<file path="src/hdl/acl_pkg.sv">
package acl_pkg;

   localparam int ACL_DEPTH_DEFAULT = 64;
   localparam int GROUP_BITS        = 64;
   localparam int GROUP_IDX_W       = $clog2(GROUP_BITS);
   localparam int CMD_FIFO_DEPTH    = 2;

   localparam logic [63:0] ADMIN_MASK_RESET = 64'd1;

   localparam logic [1:0] FUNC_BEGIN  = 2'd0;
   localparam logic [1:0] FUNC_APPEND = 2'd1;
   localparam logic [1:0] FUNC_CHECK  = 2'd2;

   typedef enum logic [1:0] {
      OP_BEGIN,
      OP_APPEND,
      OP_CHECK
   } op_type;

   typedef enum logic [2:0] {
      KIND_OWNER    = 3'd0,
      KIND_USER     = 3'd1,
      KIND_GROUP    = 3'd2,
      KIND_EVERYONE = 3'd3,
      KIND_UNKNOWN  = 3'd4
   } kind_type;

   typedef enum logic [1:0] {
      STATUS_GRANTED = 2'd0,
      STATUS_DENIED  = 2'd1,
      STATUS_INVALID = 2'd2
   } status_type;

   typedef enum logic [1:0] {
      ST_IDLE,
      ST_SCAN,
      ST_FINISH
   } state_type;

   typedef struct packed {
      op_type      op;
      logic [31:0] owner_id;
      logic        descriptor_present;
      logic        acl_present;
      logic [2:0]  principal_kind;
      logic [31:0] trustee_id;
      logic [31:0] entry_permissions;
      logic [31:0] token_uid;
      logic [31:0] token_gid;
      logic [63:0] token_groups;
      logic [31:0] desired;
      logic        bypass;
      logic        invalid;
   } cmd_type;

   typedef struct packed {
      logic full;
      logic empty;
   } fifo_stat_type;

   typedef struct packed {
      logic [2:0]  kind;
      logic [31:0] id;
      logic [31:0] perms;
   } entry_type;

   typedef struct packed {
      status_type  status;
      logic [31:0] granted;
      logic        audit_denied;
      logic [31:0] audit_owner;
      logic [31:0] audit_uid;
      logic [31:0] audit_gid;
   } rsp_type;

endpackage

</file>
<file path="src/hdl/acl_front.sv">
module acl_front (
   input  logic                  clock,
   input  logic                  reset,
   input  logic                  req_push,
   output logic                  req_full,
   input  logic [1:0]            req_func,
   input  logic [31:0]           req_owner_id,
   input  logic                  req_descriptor_present,
   input  logic                  req_acl_present,
   input  logic [2:0]            req_principal_kind,
   input  logic [31:0]           req_trustee_id,
   input  logic [31:0]           req_entry_permissions,
   input  logic [31:0]           req_token_uid,
   input  logic [31:0]           req_token_gid,
   input  logic [63:0]           req_token_groups,
   input  logic [63:0]           req_token_capabilities,
   input  logic [31:0]           req_desired,
   input  logic                  csr_valid,
   output logic                  csr_ready,
   input  logic [63:0]           csr_wdata,
   input  acl_pkg::fifo_stat_type fifo_stat,
   output logic                  cmd_push,
   output acl_pkg::cmd_type      cmd_data
);
   import acl_pkg::*;

   logic [63:0] admin_mask_ff;
   logic [63:0] admin_mask_in;
   logic        func_known;

   assign csr_ready = 1'b1;
   assign req_full  = fifo_stat.full;

   always_comb begin
      admin_mask_in = admin_mask_ff;
      if (csr_valid && csr_ready) begin
         admin_mask_in = csr_wdata;
      end
   end

   always_ff @(posedge clock) begin
      if (reset) begin
         admin_mask_ff <= ADMIN_MASK_RESET;
      end else begin
         admin_mask_ff <= admin_mask_in;
      end
   end

   // classify; the unused function code is taken and dropped here
   always_comb begin
      func_known                  = 1'b1;
      cmd_data.op                 = OP_CHECK;
      case (req_func)
         FUNC_BEGIN:  cmd_data.op = OP_BEGIN;
         FUNC_APPEND: cmd_data.op = OP_APPEND;
         FUNC_CHECK:  cmd_data.op = OP_CHECK;
         default:     func_known  = 1'b0;
      endcase
      cmd_data.owner_id           = req_owner_id;
      cmd_data.descriptor_present = req_descriptor_present;
      cmd_data.acl_present        = req_acl_present;
      cmd_data.principal_kind     = req_principal_kind;
      cmd_data.trustee_id         = req_trustee_id;
      cmd_data.entry_permissions  = req_entry_permissions;
      cmd_data.token_uid          = req_token_uid;
      cmd_data.token_gid          = req_token_gid;
      cmd_data.token_groups       = req_token_groups;
      cmd_data.desired            = req_desired;
      cmd_data.bypass             = |(req_token_capabilities & admin_mask_ff);
      cmd_data.invalid            = (req_desired == 32'd0);
      cmd_push                    = req_push && !fifo_stat.full && func_known;
   end

endmodule

</file>
<file path="src/hdl/acl_cmd_fifo.sv">
module acl_cmd_fifo (
   input  logic                   clock,
   input  logic                   reset,
   input  logic                   push,
   input  acl_pkg::cmd_type       push_data,
   input  logic                   pop,
   output acl_pkg::cmd_type       pop_data,
   output acl_pkg::fifo_stat_type stat
);
   import acl_pkg::*;

   localparam int DEPTH = CMD_FIFO_DEPTH;
   localparam int PTR_W = (DEPTH > 1) ? $clog2(DEPTH) : 1;
   localparam int CNT_W = $clog2(DEPTH + 1);

   cmd_type            slot_ff [DEPTH];
   logic [PTR_W-1:0]   wr_ptr_ff, wr_ptr_in;
   logic [PTR_W-1:0]   rd_ptr_ff, rd_ptr_in;
   logic [CNT_W-1:0]   count_ff, count_in;
   logic               do_push, do_pop;

   assign stat.full  = (count_ff == CNT_W'(DEPTH));
   assign stat.empty = (count_ff == '0);
   assign pop_data   = slot_ff[rd_ptr_ff];

   always_comb begin
      do_push   = push && !stat.full;
      do_pop    = pop && !stat.empty;
      wr_ptr_in = wr_ptr_ff;
      rd_ptr_in = rd_ptr_ff;
      count_in  = count_ff;
      if (do_push) begin
         wr_ptr_in = (wr_ptr_ff == PTR_W'(DEPTH - 1)) ? '0 : wr_ptr_ff + 1'b1;
      end
      if (do_pop) begin
         rd_ptr_in = (rd_ptr_ff == PTR_W'(DEPTH - 1)) ? '0 : rd_ptr_ff + 1'b1;
      end
      if (do_push && !do_pop) begin
         count_in = count_ff + 1'b1;
      end else if (do_pop && !do_push) begin
         count_in = count_ff - 1'b1;
      end
   end

   always_ff @(posedge clock) begin
      if (reset) begin
         wr_ptr_ff <= '0;
         rd_ptr_ff <= '0;
         count_ff  <= '0;
      end else begin
         wr_ptr_ff <= wr_ptr_in;
         rd_ptr_ff <= rd_ptr_in;
         count_ff  <= count_in;
      end
   end

   always_ff @(posedge clock) begin
      if (do_push) begin
         slot_ff[wr_ptr_ff] <= push_data;
      end
   end

endmodule

</file>
<file path="src/hdl/acl_back.sv">
module acl_back #(
   parameter int ACL_DEPTH = acl_pkg::ACL_DEPTH_DEFAULT
) (
   input  logic                   clock,
   input  logic                   reset,
   input  acl_pkg::fifo_stat_type fifo_stat,
   output logic                   cmd_pop,
   input  acl_pkg::cmd_type       cmd_data,
   output logic                   rsp_empty,
   input  logic                   rsp_pop,
   output acl_pkg::rsp_type       rsp_data
);
   import acl_pkg::*;

   localparam int IDX_W = (ACL_DEPTH > 1) ? $clog2(ACL_DEPTH) : 1;
   localparam int CNT_W = $clog2(ACL_DEPTH + 1);

   entry_type         table_mem [ACL_DEPTH];

   state_type         state_ff, state_in;
   logic [CNT_W-1:0]  count_ff, count_in;
   logic              overflow_ff, overflow_in;
   logic [31:0]       owner_ff, owner_in;
   logic              has_desc_ff, has_desc_in;
   logic              has_acl_ff, has_acl_in;
   cmd_type           cur_ff, cur_in;
   logic [31:0]       allowed_ff, allowed_in;
   logic [CNT_W-1:0]  rd_idx_ff, rd_idx_in;
   logic              rd_vld_ff;
   entry_type         rd_data_ff;
   rsp_type           out_ff, out_in;
   logic              out_vld_ff, out_vld_in;

   logic              mem_we;
   entry_type         mem_wdata;
   logic              issue;
   logic              hit;
   logic              out_load;
   logic [31:0]       got;
   rsp_type           fin;

   assign rsp_empty = !out_vld_ff;
   assign rsp_data  = out_ff;

   // match test on the entry read out last cycle
   always_comb begin
      case (rd_data_ff.kind)
         KIND_OWNER:    hit = (cur_ff.token_uid == owner_ff);
         KIND_USER:     hit = (cur_ff.token_uid == rd_data_ff.id);
         KIND_GROUP:    hit = (rd_data_ff.id[31:GROUP_IDX_W] == '0) &&
                              cur_ff.token_groups[rd_data_ff.id[GROUP_IDX_W-1:0]];
         KIND_EVERYONE: hit = 1'b1;
         default:       hit = 1'b0;
      endcase
   end

   always_comb begin
      got              = allowed_ff & cur_ff.desired;
      fin              = '0;
      fin.status       = STATUS_GRANTED;
      fin.granted      = got;
      if (cur_ff.invalid) begin
         fin.status    = STATUS_INVALID;
         fin.granted   = '0;
      end else if (got != cur_ff.desired) begin
         fin.status       = STATUS_DENIED;
         fin.audit_denied = 1'b1;
         fin.audit_owner  = has_desc_ff ? owner_ff : '0;
         fin.audit_uid    = cur_ff.token_uid;
         fin.audit_gid    = cur_ff.token_gid;
      end
   end

   always_comb begin
      state_in    = state_ff;
      count_in    = count_ff;
      overflow_in = overflow_ff;
      owner_in    = owner_ff;
      has_desc_in = has_desc_ff;
      has_acl_in  = has_acl_ff;
      cur_in      = cur_ff;
      allowed_in  = allowed_ff;
      rd_idx_in   = rd_idx_ff;
      cmd_pop     = 1'b0;
      mem_we      = 1'b0;
      mem_wdata.kind  = cmd_data.principal_kind;
      mem_wdata.id    = cmd_data.trustee_id;
      mem_wdata.perms = cmd_data.entry_permissions;
      issue       = 1'b0;
      out_load    = 1'b0;

      case (state_ff)
         ST_IDLE: begin
            if (!fifo_stat.empty) begin
               cmd_pop = 1'b1;
               case (cmd_data.op)
                  OP_BEGIN: begin
                     owner_in    = cmd_data.owner_id;
                     has_desc_in = cmd_data.descriptor_present;
                     has_acl_in  = cmd_data.acl_present;
                     count_in    = '0;
                     overflow_in = 1'b0;
                  end
                  OP_APPEND: begin
                     if (count_ff < CNT_W'(ACL_DEPTH)) begin
                        mem_we   = 1'b1;
                        count_in = count_ff + 1'b1;
                     end else begin
                        overflow_in = 1'b1;
                     end
                  end
                  OP_CHECK: begin
                     cur_in     = cmd_data;
                     rd_idx_in  = '0;
                     allowed_in = '0;
                     state_in   = ST_FINISH;
                     if (cmd_data.invalid) begin
                        allowed_in = '0;
                     end else if (cmd_data.bypass || !has_desc_ff) begin
                        allowed_in = cmd_data.desired;
                     end else if (!has_acl_ff) begin
                        allowed_in = (cmd_data.token_uid == owner_ff) ?
                                     cmd_data.desired : '0;
                     end else if (!overflow_ff) begin
                        state_in = ST_SCAN;
                     end
                  end
                  default: ;
               endcase
            end
         end
         ST_SCAN: begin
            issue = (rd_idx_ff < count_ff);
            if (issue) begin
               rd_idx_in = rd_idx_ff + 1'b1;
            end
            if (rd_vld_ff && hit) begin
               allowed_in = allowed_ff | rd_data_ff.perms;
            end
            if (!issue && !rd_vld_ff) begin
               state_in = ST_FINISH;
            end
         end
         ST_FINISH: begin
            if (!out_vld_ff || rsp_pop) begin
               out_load = 1'b1;
               state_in = ST_IDLE;
            end
         end
         default: state_in = ST_IDLE;
      endcase
   end

   always_comb begin
      out_in     = out_ff;
      out_vld_in = out_vld_ff;
      if (out_load) begin
         out_in     = fin;
         out_vld_in = 1'b1;
      end else if (rsp_pop && out_vld_ff) begin
         out_vld_in = 1'b0;
      end
   end

   always_ff @(posedge clock) begin
      if (reset) begin
         state_ff    <= ST_IDLE;
         count_ff    <= '0;
         overflow_ff <= 1'b0;
         owner_ff    <= '0;
         has_desc_ff <= 1'b0;
         has_acl_ff  <= 1'b0;
         rd_idx_ff   <= '0;
         rd_vld_ff   <= 1'b0;
         out_vld_ff  <= 1'b0;
      end else begin
         state_ff    <= state_in;
         count_ff    <= count_in;
         overflow_ff <= overflow_in;
         owner_ff    <= owner_in;
         has_desc_ff <= has_desc_in;
         has_acl_ff  <= has_acl_in;
         rd_idx_ff   <= rd_idx_in;
         rd_vld_ff   <= issue;
         out_vld_ff  <= out_vld_in;
      end
   end

   always_ff @(posedge clock) begin
      cur_ff     <= cur_in;
      allowed_ff <= allowed_in;
      out_ff     <= out_in;
   end

   always_ff @(posedge clock) begin
      if (mem_we) begin
         table_mem[count_ff[IDX_W-1:0]] <= mem_wdata;
      end
      if (issue) begin
         rd_data_ff <= table_mem[rd_idx_ff[IDX_W-1:0]];
      end
   end

endmodule

</file>
<file path="src/hdl/acl_access_check_engine.sv">
// Begin and append items are handled on the execute side as they are popped. A check walks
// the ACL one entry per cycle through a registered read port, and the next item is
// not taken from the queue until the check's result has been loaded; checks settled
// without the table skip the walk.
// Synchronous reset empties the queues, clears the descriptor and sets the
// admin mask to 1; table contents are left as they are.
module acl_access_check_engine #(
   parameter int ACL_DEPTH = acl_pkg::ACL_DEPTH_DEFAULT
) (
   input  logic        clock,
   input  logic        reset,
   input  logic        req_push,
   output logic        req_full,
   input  logic [1:0]  req_func,
   input  logic [31:0] req_owner_id,
   input  logic        req_descriptor_present,
   input  logic        req_acl_present,
   input  logic [2:0]  req_principal_kind,
   input  logic [31:0] req_trustee_id,
   input  logic [31:0] req_entry_permissions,
   input  logic [31:0] req_token_uid,
   input  logic [31:0] req_token_gid,
   input  logic [63:0] req_token_groups,
   input  logic [63:0] req_token_capabilities,
   input  logic [31:0] req_desired,
   output logic        rsp_empty,
   input  logic        rsp_pop,
   output logic [1:0]  rsp_status,
   output logic [31:0] rsp_granted,
   output logic        rsp_audit_denied,
   output logic [31:0] rsp_audit_owner,
   output logic [31:0] rsp_audit_uid,
   output logic [31:0] rsp_audit_gid,
   input  logic        csr_valid,
   output logic        csr_ready,
   input  logic [63:0] csr_wdata
);
   import acl_pkg::*;

   fifo_stat_type fifo_stat;
   logic          cmd_push;
   cmd_type       cmd_in_data;
   logic          cmd_pop;
   cmd_type       cmd_out_data;
   rsp_type       rsp_data;

   acl_front u_front (
      .clock                  (clock),
      .reset                  (reset),
      .req_push               (req_push),
      .req_full               (req_full),
      .req_func               (req_func),
      .req_owner_id           (req_owner_id),
      .req_descriptor_present (req_descriptor_present),
      .req_acl_present        (req_acl_present),
      .req_principal_kind     (req_principal_kind),
      .req_trustee_id         (req_trustee_id),
      .req_entry_permissions  (req_entry_permissions),
      .req_token_uid          (req_token_uid),
      .req_token_gid          (req_token_gid),
      .req_token_groups       (req_token_groups),
      .req_token_capabilities (req_token_capabilities),
      .req_desired            (req_desired),
      .csr_valid              (csr_valid),
      .csr_ready              (csr_ready),
      .csr_wdata              (csr_wdata),
      .fifo_stat              (fifo_stat),
      .cmd_push               (cmd_push),
      .cmd_data               (cmd_in_data)
   );

   acl_cmd_fifo u_cmd_fifo (
      .clock     (clock),
      .reset     (reset),
      .push      (cmd_push),
      .push_data (cmd_in_data),
      .pop       (cmd_pop),
      .pop_data  (cmd_out_data),
      .stat      (fifo_stat)
   );

   acl_back #(
      .ACL_DEPTH (ACL_DEPTH)
   ) u_back (
      .clock     (clock),
      .reset     (reset),
      .fifo_stat (fifo_stat),
      .cmd_pop   (cmd_pop),
      .cmd_data  (cmd_out_data),
      .rsp_empty (rsp_empty),
      .rsp_pop   (rsp_pop),
      .rsp_data  (rsp_data)
   );

   assign rsp_status       = rsp_data.status;
   assign rsp_granted      = rsp_data.granted;
   assign rsp_audit_denied = rsp_data.audit_denied;
   assign rsp_audit_owner  = rsp_data.audit_owner;
   assign rsp_audit_uid    = rsp_data.audit_uid;
   assign rsp_audit_gid    = rsp_data.audit_gid;

   a_fifo_stat_sane: assert property (@(posedge clock) disable iff (reset)
      !(fifo_stat.full && fifo_stat.empty))
      else $error("command queue reports full and empty together");

   a_invalid_quiet: assert property (@(posedge clock) disable iff (reset)
      (!rsp_empty && rsp_status == STATUS_INVALID) |->
      (rsp_granted == 32'd0 && !rsp_audit_denied))
      else $error("invalid request carries grant or audit");

   a_audit_on_deny: assert property (@(posedge clock) disable iff (reset)
      !rsp_empty |-> (rsp_audit_denied == (rsp_status == STATUS_DENIED)))
      else $error("audit flag disagrees with status");

   a_grant_nonzero: assert property (@(posedge clock) disable iff (reset)
      (!rsp_empty && rsp_status == STATUS_GRANTED) |-> (rsp_granted != 32'd0))
      else $error("granted status with no bits granted");

endmodule

</file>
<file path="config.mk">
export PLATFORM = sky130hd
export DESIGN_NAME = acl_access_check_engine
export DESIGN_NICKNAME = d
export VERILOG_FILES = /design/src/hdl/acl_pkg.sv /design/src/hdl/acl_front.sv /design/src/hdl/acl_cmd_fifo.sv /design/src/hdl/acl_back.sv /design/src/hdl/acl_access_check_engine.sv
export SDC_FILE = /design/constraint.sdc
export NUM_CORES = 2
export LEC_CHECK = 0
export ABC_CLOCK_PERIOD_IN_PS = 20900
export BUFFER_PORTS_ARGS = -buffer_cell sky130_fd_sc_hd__buf_4
export CAP_MARGIN = 20
export CORE_MARGIN = 2
export CORE_UTILIZATION = 35
export CTS_CLUSTER_DIAMETER = 40
export DETAILED_ROUTE_END_ITERATION = 8
export SYNTH_ARGS = -nofsm -noshare
export SYNTH_HDL_FRONTEND = slang
export SYNTH_MEMORY_MAX_BITS = 65536
export SYNTH_SLANG_ARGS = --single-unit
</file>
<file path="constraint.sdc">
create_clock -name clock -period 20.9 [get_ports clock]
set_clock_uncertainty 0.1 [all_clocks]
set_input_delay 3.135 -clock clock [delete_from_list [all_inputs] [get_ports clock]]
set_output_delay 3.135 -clock clock [all_outputs]
set_load 0.05 [all_outputs]
</file>
==> impl_metrics.tcl <==
set metrics [dict create \
    grt_pass1_wl_um 797000 \
    vdd_drop_max_mv 0.102 \
    switching_share_pct 23.2 \
    utilization_pct 41.7 \
    yosys-top-cells-count "5,208 x edfxtp_1, 1,416 x mux4_2, 234 x clkbuf_1" \
    post_drt_wl_per_cell_um 33.3 \
    synth_compound_area_share_pct 0.764 \
    path_cells "buf_4, nand2_1, nand2_1, nor2_1, nor2b_4, buf_4, buf_4, buf_4" \
    wl_um 585000 \
    grt_pass1_vias 98300 \
    yosysSeqAreaShare_pct 78.9 \
    cts_root_buf "clkbuf_16" \
    htree_levels 6 \
    post_cts_buffers 0 \
    ys_types 63 \
    critPathLaunchType "input pin" \
    clockBufferDepth 4 \
    relSlewSlack_pct 19.0 \
    synth.net_count 8819 \
    synth.most_common_cell "edfxtp_1" \
    end_kind "register" \
    fin_crit_sh_pct 32.6 \
    worst_path_max_delay_cell "nor2b_4" \
    insertion_delay_ns 1.10 \
    drc 0 \
    nNetsFinal 9860 \
    power_switching_mw 6.08 \
    cts_tree "yes" \
    antenna_found_initial 54 \
    worst_slew_pin_slew_ns 1.22 \
    syn_to_final_growth_pct 18.6 \
    yosysTopAreaCellShare_pct 77.7 \
    clkPwrFrac_pct 43.5 \
    core_mm2 0.573 \
    netlist_area_mm2 0.201 \
    crit_path_frequent_cell "buf_4" \
    synthMuxAreaShare_pct 17.8 \
    drv_slew 0 \
    final.min_clock_period_ns 6.81 \
    grt_start_max_net_pins 148 \
    setup_violations 0 \
    yosys.area_share.adder_pct 0.0559 \
    synth.area.top_cells "edfxtp_1 78%, mux4_2 16%, dfxtp_1 1.2%" \
    synth_edf_count 5208 \
    power_frac_comb_pct 7.2 \
    p_int_mw 20.1 \
    vias 98700 \
    gp_congestion 0.897 \
    post_drt_via_cell_ratio 5.61 \
    outcome "finished clean" \
    chipHeight_um 763 \
    gr-total-overflow 0 \
    ys.flop_type "edfxtp_1" \
    critical_path_class "input pin to register" \
    grtUsageTotal_pct 19.5 \
    cts.reportedPaths.clkPinSlew_ns 0.05 \
    cap_violations 0 \
    grt_setup_unrepaired "no" \
    drt_iter0_drc 13600 \
    ctsHoldBuffers 0 \
    drtPass1Iterations 8 \
    power_leakage_nw 73.5 \
    syn_inst 8414 \
    synth_top_family_by_area "multiplexers" \
    dp_hpwl_um 319000 \
    async_flop_share_pct 0 \
    hold_violations 0 \
    cpPeakStageDelay_ns 0.92 \
    syn_avg_cell_area_um2 23.9 \
    hold_path_class "register to register" \
    synth-seq-cells 5330 \
    synthXorXnorAreaFrac_pct 0.283 \
    powerDensity_mw_per_mm2 110 \
    seqPwrFrac_pct 49.3 \
    ctsResizeCount 0 \
    timing.fmax_mhz 147 \
    drive_gt1_share_pct 35.5 \
    num-fill-cells 48800 \
    clock-sinks 5330 \
    fp.dieW_um 763 \
    numCtsBuffers 641 \
    critPathMaxFanout 57 \
    synth_top_cell_by_area "edfxtp_1" \
    tns_ns 0 \
    worstPathRequired_ns 21.50 \
    ant_nets 0 \
    start_util_pct 35.1 \
    rows 278 \
    die_area_mm2 0.581 \
    synthSimpleGateAreaFrac_pct 1.18 \
    yosys_warnings 0 \
    io_buffers 528 \
    io_pins 530 \
    critPathArrivalTime_ns 7.41 \
]
-- area by class of cell --
class | count | area, um2 | share of cell area, %
diodes | 34 | 85.1 | 0.0356
clock buffers | 727 | 16700 | 6.97
clock inverters | 457 | 5340 | 2.24
inverters | 94 | 353 | 0.148
multi-input cells | 2576 | 41000 | 17.2
flip-flops and latches | 5330 | 159000 | 66.5
well taps | 7560 | 9460 | 3.96
repair buffers | 812 | 7090 | 2.97
-- layout by cell type, fill, tap and decap left out, drive strengths merged, types with 38 or more instances in the layout --
cell type,count
mux2,202
o21ai,69
and2,65
edfxtp,5208
clkbuf,727
xor2,38
mux4,1416
inv,182
clkinvlp,53
nand2,60
a211oi,41
nor2,222
clkinv,237
dfxtp,122
mux2i,164
bufinv,79
buf,812
-- cell families (layout without fill, tap and decap cells) --
logic type      Yosys count  in the layout
buf+inv                 508           2090
other cells               1             35
mux                    1782           1782
simple gates            496            496
xor+xnor                 65             65
flops                  5330           5330
compound gates          223            223
fa+ha+maj                 9              9
-- metal layers --
| metal | wire length (um) | GRT usage, % | up-vias | share of wire (%) |
|---|---|---|---|---|
| met3 | 60300 | 4.47 | 1000 | 10 |
| met5 | 316 | 0 | - | 0.054 |
| li1 | - | - | 38200 | - |
| met1 | 231000 | 26.8 | 53800 | 39 |
| met4 | 17900 | 5.45 | 44 | 3.1 |
| met2 | 276000 | 31.1 | 5683 | 47 |
-- critical path: cells and delay by family --
family	cells	cell delay, ns
buffers and inverters	4	2.58
AND/OR/NAND/NOR	4	1.51
-- worst paths after layout --
kind | start | endpoint | slack, ns | cells past startpoint
setup / recovery | req_func[1] | u_cmd_fifo.slot_ff[0][228]$_DFFE_PP_ | 14.09 | 8
hold / removal | u_back.rd_idx_ff[6]$_SDFFE_PP0P_ | u_back.rd_idx_ff[6]$_SDFFE_PP0P_ | 0.39 | 2
setup reg to reg | u_back.rd_idx_ff[0]$_SDFFE_PP0P_ | u_back.rd_data_ff[18]$_DFFE_PP_ | 14.12 | 8
hold reg to reg | u_back.rd_idx_ff[6]$_SDFFE_PP0P_ | u_back.rd_idx_ff[6]$_SDFFE_PP0P_ | 0.39 | 2
-- sequential cells by signal, summed over array words and instances (netlist names), named ones only --
name,count
u_back.cur_ff,161
u_cmd_fifo.rd_ptr_ff,1
u_front.admin_mask_ff,64
u_back.rd_idx_ff,7
u_cmd_fifo.slot_ff,530
u_back.count_ff,7
u_cmd_fifo.count_ff,2
u_back.state_ff,2
u_back.has_acl_ff,1
u_back.rsp_data,130
u_back.out_vld_ff,1
u_back.rd_vld_ff,1
u_cmd_fifo.wr_ptr_ff,1
u_back.table_mem,4288
u_back.has_desc_ff,1
u_back.allowed_ff,32
u_back.rd_data_ff,67
u_back.owner_ff,32
u_back.overflow_ff,1
-- metrics by stage --
step | hold slack (ns) | power, mW | instance area (um2) | setup slack, ns | instances
floorplan | 0.324 | 14.2 | 201000 | 4.83 | 8414
global placement | 0.376 | 14.8 | 216000 | 13.01 | 16300
detailed placement | 0.373 | 14.9 | 216000 | 12.96 | 16300
CTS | 0.382 | 26.2 | 238000 | 13.85 | 17500
global route | 0.408 | 26.9 | 239000 | 13.46 | 17600
finish | 0.389 | 26.2 | 239000 | 14.09 | 17600
-- power groups by stage --
stage          Sequential, mW  Clock [mW]  Combinational [mW]
2_1_floorplan            13.2           0               0.955
3_3_place_gp             13.1           0                1.63
3_5_place_dp             13.2           0                1.73
4_1_cts                  12.9        11.5                1.73
5_1_grt                  12.9        12.0                2.01
6_report                 12.9        11.4                1.87
Note: power is estimated with default switching activity, not from simulation.
